## src/rtl/telp_pkg.sv

```systemverilog
// ----------------------------------------------------------------------------
// Text edge list parser package
// Shared types and character codes for the parser, statistics and top level.
// ----------------------------------------------------------------------------
package telp_pkg;

  typedef enum logic [2:0] {
    PH_START   = 3'd0,
    PH_SKIP    = 3'd1,
    PH_SRC_WS  = 3'd2,
    PH_SRC_NUM = 3'd3,
    PH_DST_WS  = 3'd4,
    PH_DST_NUM = 3'd5,
    PH_TAIL    = 3'd6
  } phase_e;

  localparam logic [7:0] CHAR_HASH  = 8'h23;
  localparam logic [7:0] CHAR_NL    = 8'h0A;
  localparam logic [7:0] CHAR_MINUS = 8'h2D;
  localparam logic [7:0] CHAR_TAB   = 8'h09;
  localparam logic [7:0] CHAR_SPACE = 8'h20;
  localparam logic [7:0] CHAR_ZERO  = 8'h30;
  localparam logic [7:0] CHAR_NINE  = 8'h39;
  localparam logic [31:0] DEC_BASE  = 32'd10;

  localparam int unsigned VertexW = 32;
  localparam int unsigned MaxW    = 31;
  localparam int unsigned CountW  = 40;

  typedef struct packed {
    logic signed [VertexW-1:0] src;
    logic signed [VertexW-1:0] dst;
  } edge_t;

endpackage

```

## src/rtl/telp_parser.sv

```systemverilog
// ----------------------------------------------------------------------------
// Text edge list line parser
// Consumes one byte per accepted word, tracks the line phase and number
// accumulator, and loads a completed edge into the edge register.
// ----------------------------------------------------------------------------
module telp_parser (
  input  logic                 clk_i,
  input  logic                 rst_ni,
  input  logic                 accept_i,
  input  logic [7:0]           text_byte_i,
  input  logic                 end_of_text_i,
  input  logic                 edge_take_i,
  output logic                 edge_vld_o,
  output telp_pkg::edge_t      edge_o
);

  telp_pkg::phase_e phase_q, phase_d;
  logic             neg_q, neg_d;
  logic [31:0]      acc_q, acc_d;
  logic [31:0]      held_q, held_d;
  logic             edge_vld_q, edge_vld_d;
  telp_pkg::edge_t  edge_q, edge_d;

  function automatic logic [31:0] sval(input logic [31:0] v, input logic n);
    sval = n ? (32'd0 - v) : v;
  endfunction

  logic        is_nl, is_blank, is_minus, is_digit, is_hash;
  logic [31:0] digit;
  logic        in_line;
  logic        emit;

  assign is_nl    = (text_byte_i == telp_pkg::CHAR_NL);
  assign is_hash  = (text_byte_i == telp_pkg::CHAR_HASH);
  assign is_minus = (text_byte_i == telp_pkg::CHAR_MINUS);
  assign is_blank = (text_byte_i == telp_pkg::CHAR_SPACE) ||
                    (text_byte_i == telp_pkg::CHAR_TAB);
  assign is_digit = (text_byte_i >= telp_pkg::CHAR_ZERO) &&
                    (text_byte_i <= telp_pkg::CHAR_NINE);
  assign digit    = {28'd0, text_byte_i[3:0]};

  always_comb begin
    phase_d = phase_q;
    neg_d   = neg_q;
    acc_d   = acc_q;
    held_d  = held_q;
    in_line = 1'b0;
    emit    = 1'b0;
    edge_d  = edge_q;

    unique case (phase_q)
      telp_pkg::PH_START: begin
        if (is_hash) begin
          phase_d = telp_pkg::PH_SKIP;
        end else if (!is_nl) begin
          acc_d   = '0;
          neg_d   = 1'b0;
          held_d  = '0;
          phase_d = telp_pkg::PH_SRC_WS;
        end
      end
      telp_pkg::PH_SKIP: begin
        if (is_nl) begin
          phase_d = telp_pkg::PH_START;
        end
      end
      telp_pkg::PH_SRC_WS, telp_pkg::PH_SRC_NUM, telp_pkg::PH_DST_WS,
      telp_pkg::PH_DST_NUM, telp_pkg::PH_TAIL: ;
      default: phase_d = telp_pkg::PH_START;
    endcase

    in_line = (phase_d == telp_pkg::PH_SRC_WS) || (phase_d == telp_pkg::PH_SRC_NUM) ||
              (phase_d == telp_pkg::PH_DST_WS) || (phase_d == telp_pkg::PH_DST_NUM) ||
              (phase_d == telp_pkg::PH_TAIL);

    if (in_line) begin
      // source number
      if (phase_d == telp_pkg::PH_SRC_WS || phase_d == telp_pkg::PH_SRC_NUM) begin
        if (phase_d == telp_pkg::PH_SRC_WS && is_blank) begin
        end else if (phase_d == telp_pkg::PH_SRC_WS && is_minus) begin
          neg_d   = 1'b1;
          phase_d = telp_pkg::PH_SRC_NUM;
        end else if (is_digit) begin
          acc_d   = 32'(acc_d * telp_pkg::DEC_BASE) + digit;
          phase_d = telp_pkg::PH_SRC_NUM;
        end else begin
          held_d  = sval(acc_d, neg_d);
          acc_d   = '0;
          neg_d   = 1'b0;
          phase_d = telp_pkg::PH_DST_WS;
        end
      end
      // destination number, may start at the byte that ended the source
      if (phase_d == telp_pkg::PH_DST_WS || phase_d == telp_pkg::PH_DST_NUM) begin
        if (phase_d == telp_pkg::PH_DST_WS && is_blank) begin
        end else if (phase_d == telp_pkg::PH_DST_WS && is_minus) begin
          neg_d   = 1'b1;
          phase_d = telp_pkg::PH_DST_NUM;
        end else if (is_digit) begin
          acc_d   = 32'(acc_d * telp_pkg::DEC_BASE) + digit;
          phase_d = telp_pkg::PH_DST_NUM;
        end else begin
          acc_d   = sval(acc_d, neg_d);
          neg_d   = 1'b0;
          phase_d = telp_pkg::PH_TAIL;
        end
      end

      // close any open number as if a non-digit followed
      if (phase_d == telp_pkg::PH_SRC_WS || phase_d == telp_pkg::PH_SRC_NUM) begin
        edge_d.src = sval(acc_d, neg_d);
        edge_d.dst = '0;
      end else if (phase_d == telp_pkg::PH_DST_WS || phase_d == telp_pkg::PH_DST_NUM) begin
        edge_d.src = held_d;
        edge_d.dst = sval(acc_d, neg_d);
      end else begin
        edge_d.src = held_d;
        edge_d.dst = acc_d;
      end

      if (is_nl) begin
        emit    = 1'b1;
        phase_d = telp_pkg::PH_START;
      end else if (end_of_text_i) begin
        emit    = 1'b1;
      end
    end

    if (end_of_text_i) begin
      phase_d = telp_pkg::PH_START;
      neg_d   = 1'b0;
      acc_d   = '0;
    end
  end

  assign edge_vld_d = (accept_i && emit) || (edge_vld_q && !edge_take_i);

  always_ff @(posedge clk_i or negedge rst_ni) begin
    if (!rst_ni) begin
      phase_q    <= telp_pkg::PH_START;
      neg_q      <= 1'b0;
      acc_q      <= '0;
      held_q     <= '0;
      edge_vld_q <= 1'b0;
    end else begin
      edge_vld_q <= edge_vld_d;
      if (accept_i) begin
        phase_q <= phase_d;
        neg_q   <= neg_d;
        acc_q   <= acc_d;
        held_q  <= held_d;
      end
    end
  end

  always_ff @(posedge clk_i) begin
    if (accept_i && emit) begin
      edge_q <= edge_d;
    end
  end

  assign edge_vld_o = edge_vld_q;
  assign edge_o     = edge_q;

  a_eot_resets_line: assert property (@(posedge clk_i) disable iff (!rst_ni)
    accept_i && end_of_text_i |=> phase_q == telp_pkg::PH_START && acc_q == '0 && !neg_q)
    else $error("line state not cleared after end of text");

  a_edge_from_accept: assert property (@(posedge clk_i) disable iff (!rst_ni)
    $rose(edge_vld_q) |-> $past(accept_i))
    else $error("edge appeared without an accepted word");

  a_no_overwrite: assert property (@(posedge clk_i) disable iff (!rst_ni)
    accept_i |-> !edge_vld_q || edge_take_i)
    else $error("word accepted while edge register blocked");

endmodule

```

## src/rtl/telp_stats.sv

```systemverilog
// ----------------------------------------------------------------------------
// Edge statistics and result register
// Tracks the running maximum vertex id and saturating edge count, and holds
// the result word until it is taken.
// ----------------------------------------------------------------------------
module telp_stats (
  input  logic                               clk_i,
  input  logic                               rst_ni,
  input  logic                               edge_vld_i,
  input  telp_pkg::edge_t                    edge_i,
  output logic                               edge_take_o,
  output logic                               out_valid_o,
  input  logic                               out_ready_i,
  output logic signed [telp_pkg::VertexW-1:0] source_vertex_o,
  output logic signed [telp_pkg::VertexW-1:0] dest_vertex_o,
  output logic [telp_pkg::MaxW-1:0]          max_vertex_id_o,
  output logic [telp_pkg::CountW-1:0]        edge_total_o
);

  localparam logic [telp_pkg::CountW-1:0] CntMax = '1;

  logic                          out_vld_q;
  logic [telp_pkg::MaxW-1:0]     rmax_q, rmax_d, rmax_mid;
  logic [telp_pkg::CountW-1:0]   cnt_q, cnt_d;
  telp_pkg::edge_t               res_q;
  logic                          take;

  function automatic logic [telp_pkg::MaxW-1:0] upd_max(
    input logic [telp_pkg::VertexW-1:0] v,
    input logic [telp_pkg::MaxW-1:0]    m
  );
    upd_max = (!v[telp_pkg::VertexW-1] && (v[telp_pkg::MaxW-1:0] > m)) ?
              v[telp_pkg::MaxW-1:0] : m;
  endfunction

  assign take     = edge_vld_i && (!out_vld_q || out_ready_i);
  assign rmax_mid = upd_max(edge_i.src, rmax_q);
  assign rmax_d   = upd_max(edge_i.dst, rmax_mid);
  assign cnt_d    = (cnt_q == CntMax) ? cnt_q : cnt_q + 1'b1;

  always_ff @(posedge clk_i or negedge rst_ni) begin
    if (!rst_ni) begin
      out_vld_q <= 1'b0;
      rmax_q    <= '0;
      cnt_q     <= '0;
    end else begin
      if (take) begin
        out_vld_q <= 1'b1;
        rmax_q    <= rmax_d;
        cnt_q     <= cnt_d;
      end else if (out_ready_i) begin
        out_vld_q <= 1'b0;
      end
    end
  end

  always_ff @(posedge clk_i) begin
    if (take) begin
      res_q <= edge_i;
    end
  end

  assign edge_take_o     = take;
  assign out_valid_o     = out_vld_q;
  assign source_vertex_o = res_q.src;
  assign dest_vertex_o   = res_q.dst;
  assign max_vertex_id_o = rmax_q;
  assign edge_total_o    = cnt_q;

  a_max_monotonic: assert property (@(posedge clk_i) disable iff (!rst_ni)
    1'b1 |=> rmax_q >= $past(rmax_q))
    else $error("running maximum decreased");

  a_count_step: assert property (@(posedge clk_i) disable iff (!rst_ni)
    take && cnt_q != CntMax |=> cnt_q == $past(cnt_q) + 1'b1)
    else $error("edge count did not advance by one");

  a_count_hold: assert property (@(posedge clk_i) disable iff (!rst_ni)
    !take |=> $stable(cnt_q) && $stable(rmax_q))
    else $error("statistics changed without an edge");

endmodule

```

## src/rtl/text_edge_list_parser_unit.sv

```systemverilog
// ----------------------------------------------------------------------------
// Text edge list parser unit
// Turns a byte stream of a text edge list into binary edge words.
// ----------------------------------------------------------------------------
// One text byte is taken per cycle with no gaps while the result side keeps
// up. The line state (phase, sign, number accumulator) is updated once per
// accepted byte; the multiply-by-ten add of that loop sets the clock period.
// A finished edge goes to an edge register, then through the statistics stage
// (running maximum id, saturating count) into the result register, from
// which its word is offered. Comment lines and empty lines produce no word.
// Reset needs no clearing pass.
// ----------------------------------------------------------------------------
module text_edge_list_parser_unit (
  input  logic                                clk_i,
  input  logic                                rst_ni,
  input  logic                                in_valid_i,
  output logic                                in_ready_o,
  input  logic [7:0]                          text_byte_i,
  input  logic                                end_of_text_i,
  output logic                                out_valid_o,
  input  logic                                out_ready_i,
  output logic signed [telp_pkg::VertexW-1:0] source_vertex_o,
  output logic signed [telp_pkg::VertexW-1:0] dest_vertex_o,
  output logic [telp_pkg::MaxW-1:0]           max_vertex_id_o,
  output logic [telp_pkg::CountW-1:0]         edge_total_o
);

  logic            accept;
  logic            edge_vld;
  logic            edge_take;
  telp_pkg::edge_t edge_w;

  assign in_ready_o = !edge_vld || edge_take;
  assign accept     = in_valid_i && in_ready_o;

  telp_parser u_parser (
    .clk_i        (clk_i),
    .rst_ni       (rst_ni),
    .accept_i     (accept),
    .text_byte_i  (text_byte_i),
    .end_of_text_i(end_of_text_i),
    .edge_take_i  (edge_take),
    .edge_vld_o   (edge_vld),
    .edge_o       (edge_w)
  );

  telp_stats u_stats (
    .clk_i          (clk_i),
    .rst_ni         (rst_ni),
    .edge_vld_i     (edge_vld),
    .edge_i         (edge_w),
    .edge_take_o    (edge_take),
    .out_valid_o    (out_valid_o),
    .out_ready_i    (out_ready_i),
    .source_vertex_o(source_vertex_o),
    .dest_vertex_o  (dest_vertex_o),
    .max_vertex_id_o(max_vertex_id_o),
    .edge_total_o   (edge_total_o)
  );

endmodule

```

## config.mk

```make
export PLATFORM = sky130hd
export DESIGN_NAME = text_edge_list_parser_unit
export DESIGN_NICKNAME = d
export VERILOG_FILES = /design/src/rtl/telp_pkg.sv /design/src/rtl/telp_parser.sv /design/src/rtl/telp_stats.sv /design/src/rtl/text_edge_list_parser_unit.sv
export SDC_FILE = /design/constraint.sdc
export NUM_CORES = 1
export LEC_CHECK = 0
export BUFFER_PORTS_ARGS = -buffer_cell sky130_fd_sc_hd__clkbuf_2
export CAP_MARGIN = 0
export CORE_UTILIZATION = 58
export CTS_CLUSTER_SIZE = 12
export DETAILED_ROUTE_END_ITERATION = 16
export MAX_ROUTING_LAYER = met4
export PLACE_DENSITY_LB_ADDON = 0.15
export REMOVE_ABC_BUFFERS = 1
export SLEW_MARGIN = 20
export SYNTH_ARGS = -nofsm -noshare
export SYNTH_HDL_FRONTEND = slang
export SYNTH_SLANG_ARGS = --single-unit
export TNS_END_PERCENT = 50
```

## constraint.sdc

```tcl
create_clock -name clk_i -period 30.4 [get_ports clk_i]
set_clock_uncertainty 0.05 [all_clocks]
set_input_delay 3.04 -clock clk_i [delete_from_list [all_inputs] [get_ports clk_i]]
set_output_delay 3.04 -clock clk_i [all_outputs]
set_load 0.03 [all_outputs]
```

* Yosys cells after proc, flatten, opt, wreduce, memory -nomap -nowiden
Cells that the tools add are included.
** Cells by class
- Muxes and demuxes :: 67
- Reductions and logical operators :: 32
- Bitwise gates (word level) :: 1
- Divide/modulo/power cells :: 0
- Add/subtract/negate cells :: 6
- $lt $le $gt $ge :: 4
- Multipliers :: 2
- Shift operators :: 0
- Equality and inequality tests :: 23
** Operators with widths (count)
- 32-bit 2-to-1 mux :: 27
- 1-bit by 32-bit subtractor with 32-bit output, first input constant :: 3
- 32-bit by 4-bit adder with 32-bit output :: 2
- 32-bit by 3-bit multiplier with 31-bit output, second input constant :: 2
- 64-bit 2-to-1 mux :: 1
- 31-bit > comparator :: 2
- 31-bit 2-to-1 mux :: 2
- 3-bit 2-to-1 mux :: 15
- 40-bit by 1-bit adder with 40-bit output, second input constant :: 1
- 40-bit == test, second input constant :: 1
- 3-bit == test, second input constant :: 10
- 8-bit by 6-bit == test with 1-bit output, second input constant :: 3
- 1-bit 2-to-1 mux :: 20
- 3-bit by 2-bit == test with 1-bit output, second input constant :: 6
- 8-bit by 4-bit == test with 1-bit output, second input constant :: 2
- 1-bit logical AND :: 11
- 1-bit logical OR :: 11
- 3-bit case mux with 3 select lines :: 1
- 8-bit by 6-bit greater-or-equal comparator with 1-bit output, second input constant :: 1
- 8-bit by 6-bit less-or-equal comparator with 1-bit output, second input constant :: 1
- 1-bit logical NOT :: 5
- 5-bit OR reduction :: 1
- 2-bit AND reduction :: 2
- 3-bit by 1-bit == test with 1-bit output, second input constant :: 1
- 4 further kinds :: 4
** Word-level totals
- ROM bits :: 0
- Bits of input ports :: 13
- Word-level logic and storage cells :: 147
- Bits in writable memories :: 0
- Register bits :: 269
- Latch bits :: 0
- Memories :: 0

* Longest topological paths before layout
Gate-level depths: netlist of run 1.
- Depth after elaboration :: 22
- Mapped depth :: 41
- Mapped depth without buffers :: 33

* Hierarchy
Synthesis of run 1 repeated with hierarchy kept, for this count alone.
** Second synthesis, totals
- Cell total of the unflattened synthesis :: 2741
- Area total of the unflattened synthesis :: 23714.0 um^2
** By module, submodules not included
- telp_parser :: cells an instance 2100, instances 1, area each 16495.8 um^2
- telp_stats :: cells an instance 639, instances 1, area each 7195.7 um^2
- text_edge_list_parser_unit :: cells an instance 2, instances 1, area each 22.5 um^2

* Least setup slack after synthesis of run 1
Ideal clock, no wire load.
- Kind :: input -> register
- Start point :: in text_byte_i[0]
- End point :: reg u_parser.edge_q, in the netlist u_parser.edge_o[31] (data pin)
- Data required time :: 30091 ps
- Stages :: 37
- Arrival time :: 12360 ps
- Setup slack :: 17732 ps
- Cell sequence :: buf_2 or3b_1 a211oi_1 or2_2 buf_6 clkbuf_1 clkbuf_1 clkbuf_1 clkbuf_1 and3_1 ha_1 buf_4 o211ai_1 o211ai_2 a221o_2 a2111oi_4 nand2_2 o31a_2 o21ai_0 nand2_1 ha_1 ha_1 o21ai_0 o21bai_1 inv_1 o211ai_1 xor2_1 or4b_2 clkbuf_1 nor4_1 or4b_2 a21oi_1 a2111o_1 nor4b_4 nor3b_4 a211oi_1 a211o_1
** Between the ends
- Word-level cells in the longest chain between the ends :: 21
- Elaborated cells on any way between the ends :: 74
** Ends and longest elaborated chain
- start: declaration :: line text_edge_list_parser_unit.sv:18 : input logic [7:0] text_byte_i,
- 8-bit by 4-bit == test with 1-bit output :: line telp_parser.sv:33 : assign is_nl = (text_byte_i == telp_pkg::CHAR_NL);
- 32-bit 2-to-1 mux :: line telp_parser.sv:55 : end else if (!is_nl) begin
- 32-bit 2-to-1 mux :: line telp_parser.sv:53 : if (is_hash) begin
- 32-bit 2-to-1 mux :: line telp_parser.sv:51 : unique case (phase_q)
- 32-bit by 3-bit multiplier with 31-bit output :: line telp_parser.sv:84 : acc_d = 32'(acc_d * telp_pkg::DEC_BASE) + digit;
- 32-bit by 4-bit adder with 32-bit output :: line telp_parser.sv:84
- 32-bit 2-to-1 mux :: line telp_parser.sv:83 : end else if (is_digit) begin
- 32-bit 2-to-1 mux :: line telp_parser.sv:80 : end else if (phase_d == telp_pkg::PH_SRC_WS && is_minus) begin
- [... 5 more ...]
- 32-bit 2-to-1 mux :: line telp_parser.sv:99 : end else if (is_digit) begin
- 32-bit 2-to-1 mux :: line telp_parser.sv:96 : end else if (phase_d == telp_pkg::PH_DST_WS && is_minus) begin
- 32-bit 2-to-1 mux :: line telp_parser.sv:95 : if (phase_d == telp_pkg::PH_DST_WS && is_blank) begin
- 32-bit 2-to-1 mux :: line telp_parser.sv:94 : if (phase_d == telp_pkg::PH_DST_WS || phase_d == telp_pkg::PH_DST_NUM) begin
- 32-bit 2-to-1 mux :: line telp_parser.sv:76 : if (in_line) begin
- 1-bit by 32-bit subtractor with 32-bit output :: line telp_parser.sv:25 : sval = n ? (32'd0 - v) : v;
- 32-bit 2-to-1 mux :: line telp_parser.sv:25
- 32-bit 2-to-1 mux :: line telp_parser.sv:113 : end else if (phase_d == telp_pkg::PH_DST_WS || phase_d == telp_pkg::PH_DST_NUM) begin
- end signal: assignment :: line telp_parser.sv:158 : edge_q <= edge_d;
- end: declaration :: line telp_parser.sv:22 : telp_pkg::edge_t edge_q, edge_d;
Several ways; a longest one is shown, not always the timed one. The select of a mux whose other input is x is not followed.
A chain may end at the register's enable or synchronous reset.

* Worst setup path after layout of run 1
- Start point :: in text_byte_i[3]
- End point :: reg u_parser.edge_q, in the netlist u_parser.edge_o[62] (data pin)
** Between the ends
- Word-level cells in the longest chain between the ends :: 21
- Elaborated cells on any way between the ends :: 80
** Ends and longest elaborated chain
- 8-bit by 4-bit == test with 1-bit output :: line telp_parser.sv:33
- 32-bit 2-to-1 mux :: line telp_parser.sv:55
- 32-bit 2-to-1 mux :: line telp_parser.sv:53
- 32-bit 2-to-1 mux :: line telp_parser.sv:51
- 32-bit by 3-bit multiplier with 31-bit output :: line telp_parser.sv:84
- 32-bit by 4-bit adder with 32-bit output :: line telp_parser.sv:84
- 32-bit 2-to-1 mux :: line telp_parser.sv:83
- 32-bit 2-to-1 mux :: line telp_parser.sv:80
- [... 5 more ...]
- 32-bit 2-to-1 mux :: line telp_parser.sv:99
- 32-bit 2-to-1 mux :: line telp_parser.sv:96
- 32-bit 2-to-1 mux :: line telp_parser.sv:95
- 32-bit 2-to-1 mux :: line telp_parser.sv:94
- 32-bit 2-to-1 mux :: line telp_parser.sv:76
- 1-bit by 32-bit subtractor with 32-bit output :: line telp_parser.sv:25
- 32-bit 2-to-1 mux :: line telp_parser.sv:25
- 64-bit 2-to-1 mux (*) :: line telp_parser.sv:110 : if (phase_d == telp_pkg::PH_SRC_WS || phase_d == telp_pkg::PH_SRC_NUM) begin
Mark *: on every way between the ends. The rest lies on a longest branch, timed or not. The select of a mux whose other input is x is not followed.

==> key figures, run 1 <==
STA
  • Fmax: 69.61 MHz
  • Final WS setup: 16,030 ps
  • Count of final setup violators: 0
  • Slew margin rel.: 21.66%
  • Final period util: 47.26%
  • Tmin final: 14,370 ps
  • Worst hold slack: 431.1 ps
  • Final Slew Violations: 0
  • RSZ-0062 raised after global routing: false
  • Worst Tran Pin Value: 1166 ps
  • Final Hold Fails: 0
  • Setup TNS Final: 0 ps

Global routing
  • Largest net degree at the start of global routing: 78
  • First-pass GRT wire length: 116,700 µm
  • Vias in the first global route: 20,560
  • Gr usage total: 36.77%
  • GR Overflow Total: 0
  • Initial antenna violation count: 2

Floorplan
  • Core box area: 39,820 µm²
  • Die height: 203.1 µm
  • Initial core utilization: 58.89%
  • Row count: 73
  • Die width: 203.1 µm
  • # IOs: 150
  • Die area: 41,240 µm²

Placed design
  • Placer Congestion: 1.029
  • Dpl hpwl: 57,060 µm
  • Number of port buffers: 149
  • Dpl ws: 15,910 ps

Logic synthesis
  • Ys async rst share: 52.42%
  • Avg Inst Size Synth: 8.743 µm²
  • Yosys cell types: 114
  • Yosys warnings: 0
  • Register bit total from synthesis: 269
  • Main synth FF type: dfrtp_1
  • Post-synthesis sequential area ratio: 31.44%
  • Mapped Area: 23,450 µm²
  • Gate Count Post-Synth: 2,682
  • Number of synthesized flops with an enable pin: 128

Finish
  • FF+latch area: 7372 µm²
  • Area of the multi-input gates: 14,910 µm²
  • Fill cells: 3,388
  • Final core utilization: 63.24%
  • Area grow syn2layout: 7.390%
  • Fraction of final layout cells with drive strength greater than 1: 13.10%
  • Final net count: 2,940

Worst hold path
  • Hold depth: 2
  • Worst Hold Path EP: u_parser.held_q[16]
  • Min-delay src: u_parser.held_q[16]
  • Worst hold path type: reg -> reg

Setup path
  • Worst r2r src: u_parser.phase_q[2]
  • Setup CP Type: in -> reg
  • Worst R2R Setup Slack: 18,740 ps
  • Startpoint Class: input pin
  • Worst R2R Path Depth: 30
  • Worst-path maximum fanout: 45
  • Reg2reg end: u_parser.edge_o[62]
  • Critical-path top delay cell: or2_2
  • Worst endpoint required time: 30,610 ps
  • WP data arrival: 14,580 ps
  • Critical Path Max Stage Delay: 850 ps
  • Critical Path End Type: register
  • Most used cell, CP: ha_1

Run
  • Max Cap Viol: 0

Power and ir drop
  • Maximum VDD drop: 0.03964 mV
  • Total power: 1310 µW
  • PD cells: 52.01 nW/µm²
  • Leak: 0.01110 µW
  • Sequential share of power: 37.6%
  • Clk pwr share: 23.2%
  • Sw power: 520.1 µW
  • Gate power share: 39.2%
  • Sw frac: 39.71%
  • Int Pwr: 789.6 µW

Route
  • First drt pass iteration count: 6
  • WL/cell: 22.50 µm
  • Via count: 21,960
  • DRC Markers: 0
  • Final wirelength: 74,190 µm
  • Vias/cell: 6.661
  • Post-route ant nets: 0
  • Starting DRC count in detailed routing: 2,296

Clock network
  • CTS Buf Count: 27
  • CTS Buffer Depth: 3
  • Worst-Skew Late Latency: 540 ps
  • CTS clk-pin slew, worst paths: 60 ps
  • Root Buffer Master: clkbuf_16
  • CTS tree: done
  • Htree depth: 1
  • CTS Sinks: 269
  • Setup Buffers After CTS: 0
  • Cts hold-fix bufs: 0
  • Post_cts resized: 0

Outcome
  • Status: finished clean
-- registers in the layout (all words and copies together), names as in the netlist, 3 cells and up --
register,count
u_parser.edge_o,64
u_stats.edge_total_o,40
u_parser.acc_q,32
u_parser.held_q,32
u_stats.dest_vertex_o,32
u_stats.source_vertex_o,32
u_stats.max_vertex_id_o,31
u_parser.phase_q,3
-- final cells by class --
| type | instances | area share, % |
|---|---|---|
| Timing Repair Buffer | 185 | 4.059 |
| Multi-Input combinational cell | 2153 | 59.20 |
| Tap cell | 525 | 2.608 |
| Antenna cell | 2 | 0.01987 |
| Clock buffer | 44 | 3.056 |
| Sequential cell | 269 | 29.27 |
| Inverter | 115 | 1.714 |
| Clock inverter | 4 | 0.06956 |
-- cell usage in the layout (no fill, tap or decap), types with 26 or more instances in the layout --
cell type,instances
nand2_1,266
o21ai_0,208
nor2_1,187
ha_1,172
clkbuf_2,148
dfrtp_1,141
a21oi_1,129
edfxtp_1,128
inv_1,114
xnor2_1,103
nand3_1,81
nor3_1,68
xor2_1,59
nand4_1,57
mux2_2,56
and3_1,51
mux2i_1,46
o211ai_1,46
a211oi_1,45
a21o_1,41
buf_4,36
o21a_1,34
nor4_1,33
clkbuf_16,27
nand2b_1,26
-- cells by family after synthesis --
kind of cell	after synthesis	synth area share, %
xor gates and xnor gates	164	6.243
muxes	102	4.653
buffers and inverters	260	5.293
adders and majority gates	176	9.519
AOI/OAI and AO/OA	768	22.44
DFF	269	31.44
and+or+nand+nor	943	20.41
-- worst max-delay path by stage --
stage | from | end | slack (ps) | depth (start not counted)
2_1_floorplan | text_byte_i[3] | u_parser.edge_o[31] | 17460 | 30
3_3_place_gp | text_byte_i[3] | u_parser.edge_o[31] | 16250 | 32
3_5_place_dp | text_byte_i[3] | u_parser.edge_o[31] | 15910 | 32
4_1_cts | text_byte_i[3] | u_parser.edge_o[62] | 16460 | 32
5_1_grt | text_byte_i[3] | u_parser.edge_o[30] | 15420 | 32
6_report | text_byte_i[3] | u_parser.edge_o[62] | 16030 | 32
-- critical path: cells and delay by family --
kind	cells	cell delay (ps)
AO/OA/AOI/OAI	11	3750
buffers and inverters	2	280
XOR/XNOR	4	1160
multiplexers	1	90
AND/OR/NAND/NOR	10	4710
adder cells (fa/ha/maj)	4	1490
-- cell usage after synthesis (12+ instances only) --
master    instances  area, µm²
nand3_1          81      405.4
o21a_1           34      255.2
a21o_1           41      307.8
nor4_1           35      219.0
nor2_1          190      713.2
clkbuf_1        105      394.1
nand4_1          57      356.6
xnor2_1         103      902.1
mux2_2           56      630.6
o22ai_1          15      93.84
nor3_1           68      340.3
and3_1           51      319.1
or2_2            18      112.6
or4_1            13      97.59
o211ai_1         46      345.3
o21ai_0         208       1041
nand2b_1         26      162.7
nand2_1         267       1002
and2_1           21      131.4
o31ai_1          20      150.1
clkbuf_8         19      261.5
xor2_1           59      516.8
nor2b_1          22      137.6
o31a_1           12      105.1
inv_1           115      431.7
ha_1            172       2152
a211oi_1         46      345.3
or3_1            23      143.9
dfrtp_1         141       3528
a21oi_1         131      655.6
a31oi_1          18      112.6
mux2i_1          46      460.4
edfxtp_1        128       3844
-- power groups by stage --
stage                     registers, µW  logic [µW]  clock network, µW
after detailed placement            498         503                  0
after global placement              494         488                  0
after CTS                           491         507                308
after global routing                499         557                321
after floorplan                     542         296                  0
final                               492         513                304
-- through the flow --
| stage | area [µm²] | std cells |
|---|---|---|
| after global placement | 24380 | 3247 |
| after detailed placement | 24380 | 3247 |
| final | 25180 | 3297 |
| after floorplan | 22640 | 2537 |
| after global routing | 25180 | 3296 |
| after CTS | 25170 | 3295 |
-- routing by layer --
metal | vias up | track usage (%) | share of wire (%)
met5 | - | - | 0
met4 | 0 | 15.25 | 4.5
met3 | 194 | 3.274 | 7.9
met2 | 1091 | 56.80 | 45
met1 | 10490 | 49.64 | 43
li1 | 10190 | - | -
No activity file was read; power rests on OpenSTA's default activity.
==> inputs of run 2 (changes only) <==
==> constraint.sdc (replaced) <==
create_clock -name clk_i -period 13.73 [get_ports clk_i]
set_clock_uncertainty 0.05 [all_clocks]
set_input_delay 1.373 -clock clk_i [delete_from_list [all_inputs] [get_ports clk_i]]
set_output_delay 1.373 -clock clk_i [all_outputs]
set_load 0.03 [all_outputs]
==> key figures, run 2 (synthesis gave the netlist of run 1 again) <==
Outcome
  • Status: finished clean

Finish
  • Finished layout cell area: 25,190 µm²
  • Final net count: 2,943
  • Max FFs per register: 64
  • Most frequent cells in the layout: nand2_1 (266), o21ai_0 (208), nor2_1 (187)
  • Fill cells: 3,427
  • Area grow syn2layout: 7.411%
  • Antenna cells: 0
  • Fraction of final layout cells with drive strength greater than 1: 13.16%
  • Most common cell after layout, fill and taps aside: nand2_1
  • Final core utilization: 63.25%

Global routing
  • Vias in the first global route: 20,610
  • Initial antenna violation count: 0
  • First-pass GRT wire length: 115,900 µm
  • Gr usage total: 36.51%
  • GR Overflow Total: 0
  • Largest net degree at the start of global routing: 84

Power and ir drop
  • Leak: 0.01112 µW
  • PD cells: 115.2 nW/µm²
  • Total power: 2902 µW
  • Maximum VDD drop: 0.08472 mV

Route
  • DRC Markers: 0
  • First drt pass iteration count: 8
  • Via count: 21,970
  • Vias/cell: 6.658
  • Starting DRC count in detailed routing: 2,027
  • Post-route ant nets: 0
  • WL/cell: 22.58 µm
  • Final wirelength: 74,500 µm

Clock network
  • Worst-Skew Late Latency: 550 ps
  • CTS clk-pin slew, worst paths: 60 ps
  • CTS tree: done
  • Root Buffer Master: clkbuf_16
  • CTS Sinks: 269
  • Setup Buffers After CTS: 0
  • Htree depth: 1
  • Post_cts resized: 0
  • CTS Buf Count: 27
  • Cts hold-fix bufs: 0
  • CTS Buffer Depth: 3

Floorplan
  • Row count: 73
  • Die height: 203.1 µm
  • Die width: 203.1 µm
  • # IOs: 150
  • Core box area: 39,820 µm²
  • Initial core utilization: 58.89%
  • Die area: 41,240 µm²

Setup path
  • WP data arrival: 12,240 ps
  • Largest delay share family, worst path: simple AND/OR/NAND/NOR gates
  • Setup CP Type: in -> reg
  • Worst-path maximum fanout: 16
  • Critical Path Max Stage Delay: 810 ps
  • Critical Path End Type: register
  • Startpoint Class: input pin
  • WP buf/inv: 2
  • Worst endpoint required time: 13,980 ps
  • Critical-path top delay cell: nor3_1
  • Worst R2R Setup Slack: 2160 ps

Placed design
  • Post-DP Area: 24,400 µm²
  • Placer Congestion: 1.004
  • Dpl hpwl: 57,060 µm
  • Number of port buffers: 149

STA
  • Tmin final: 11,990 ps
  • RSZ-0062 raised after global routing: false
  • Count of final setup violators: 0
  • Final Hold Fails: 0
  • Final period util: 87.35%
  • Fmax: 83.38 MHz
  • Worst hold slack: 436.8 ps
  • Slew margin rel.: 20.37%
  • Worst Tran Pin Value: 1185 ps
  • Setup TNS Final: 0 ps
  • Final Slew Violations: 0

Worst hold path
  • Worst hold path type: reg -> reg

Run
  • Max Cap Viol: 0
==> run 2: cell count changes in the layout (fill, tap and decap cells not counted) <==
cell      previous run  this run
clkinv_1             2         0
clkbuf_8             3         1
diode_2              2         0
nor4_2               3         2
clkinv_4             0         1
clkbuf_1            14        17
nor4_1              33        34
buf_4               36        39
inv_6                0         1
==> run 2: layer usage <==
layer	GRT usage, %	share of wire (%)	wire length (µm)	vias to the layer above
met5	-	0	0	-
met4	12.14	3.2	2354	0
met3	3.531	8.1	6056	139
met2	58.34	46	34200	1058
met1	48.66	43	31890	10560
li1	-	-	-	10210
==> run 2: metrics by stage <==
step / setup WS, ps / std cells
6_report: 1737 / 3299
5_1_grt: 1191 / 3299
4_1_cts: 2125 / 3299
3_5_place_dp: 1547 / 3250
3_3_place_gp: 1793 / 3250
2_1_floorplan: 2461 / 2537
==> run 2: worst min-delay path: stages (launching register included) <==
cell	delay [ps]
dfrtp_1	340
nand2_1	50
o21ai_0	60
==> run 2: where the power goes <==
part,switching (µW),internal [µW]
sequential,109,982
combinational,750,390
clock,299,372
==> run 2: layout make-up <==
cell class                 count  area, µm²  area share [%]
inverter                     115      431.7           1.714
sequential                   269       7372           29.27
multi-input combinational   2153      14900           59.16
clock buffer                  45      753.2           2.990
tap                          525      656.9           2.608
timing repair buffer         188       1045           4.148
clock inverter                 4      27.53          0.1093
==> run 2: path summary, 6_finish.rpt <==
check                               startpoint                    endpoint  depth (start not counted)
setup / recovery                text_byte_i[3]         u_parser.edge_o[31]                         32
hold / removal             u_parser.held_q[30]         u_parser.held_q[30]                          2
setup reg to reg           u_parser.phase_q[2]         u_parser.edge_o[31]                         30
hold reg to reg            u_parser.held_q[30]         u_parser.held_q[30]                          2
max in group asynchronous               rst_ni    u_stats.edge_total_o[18]                          2
min in group asynchronous               rst_ni  u_stats.max_vertex_id_o[5]                          1
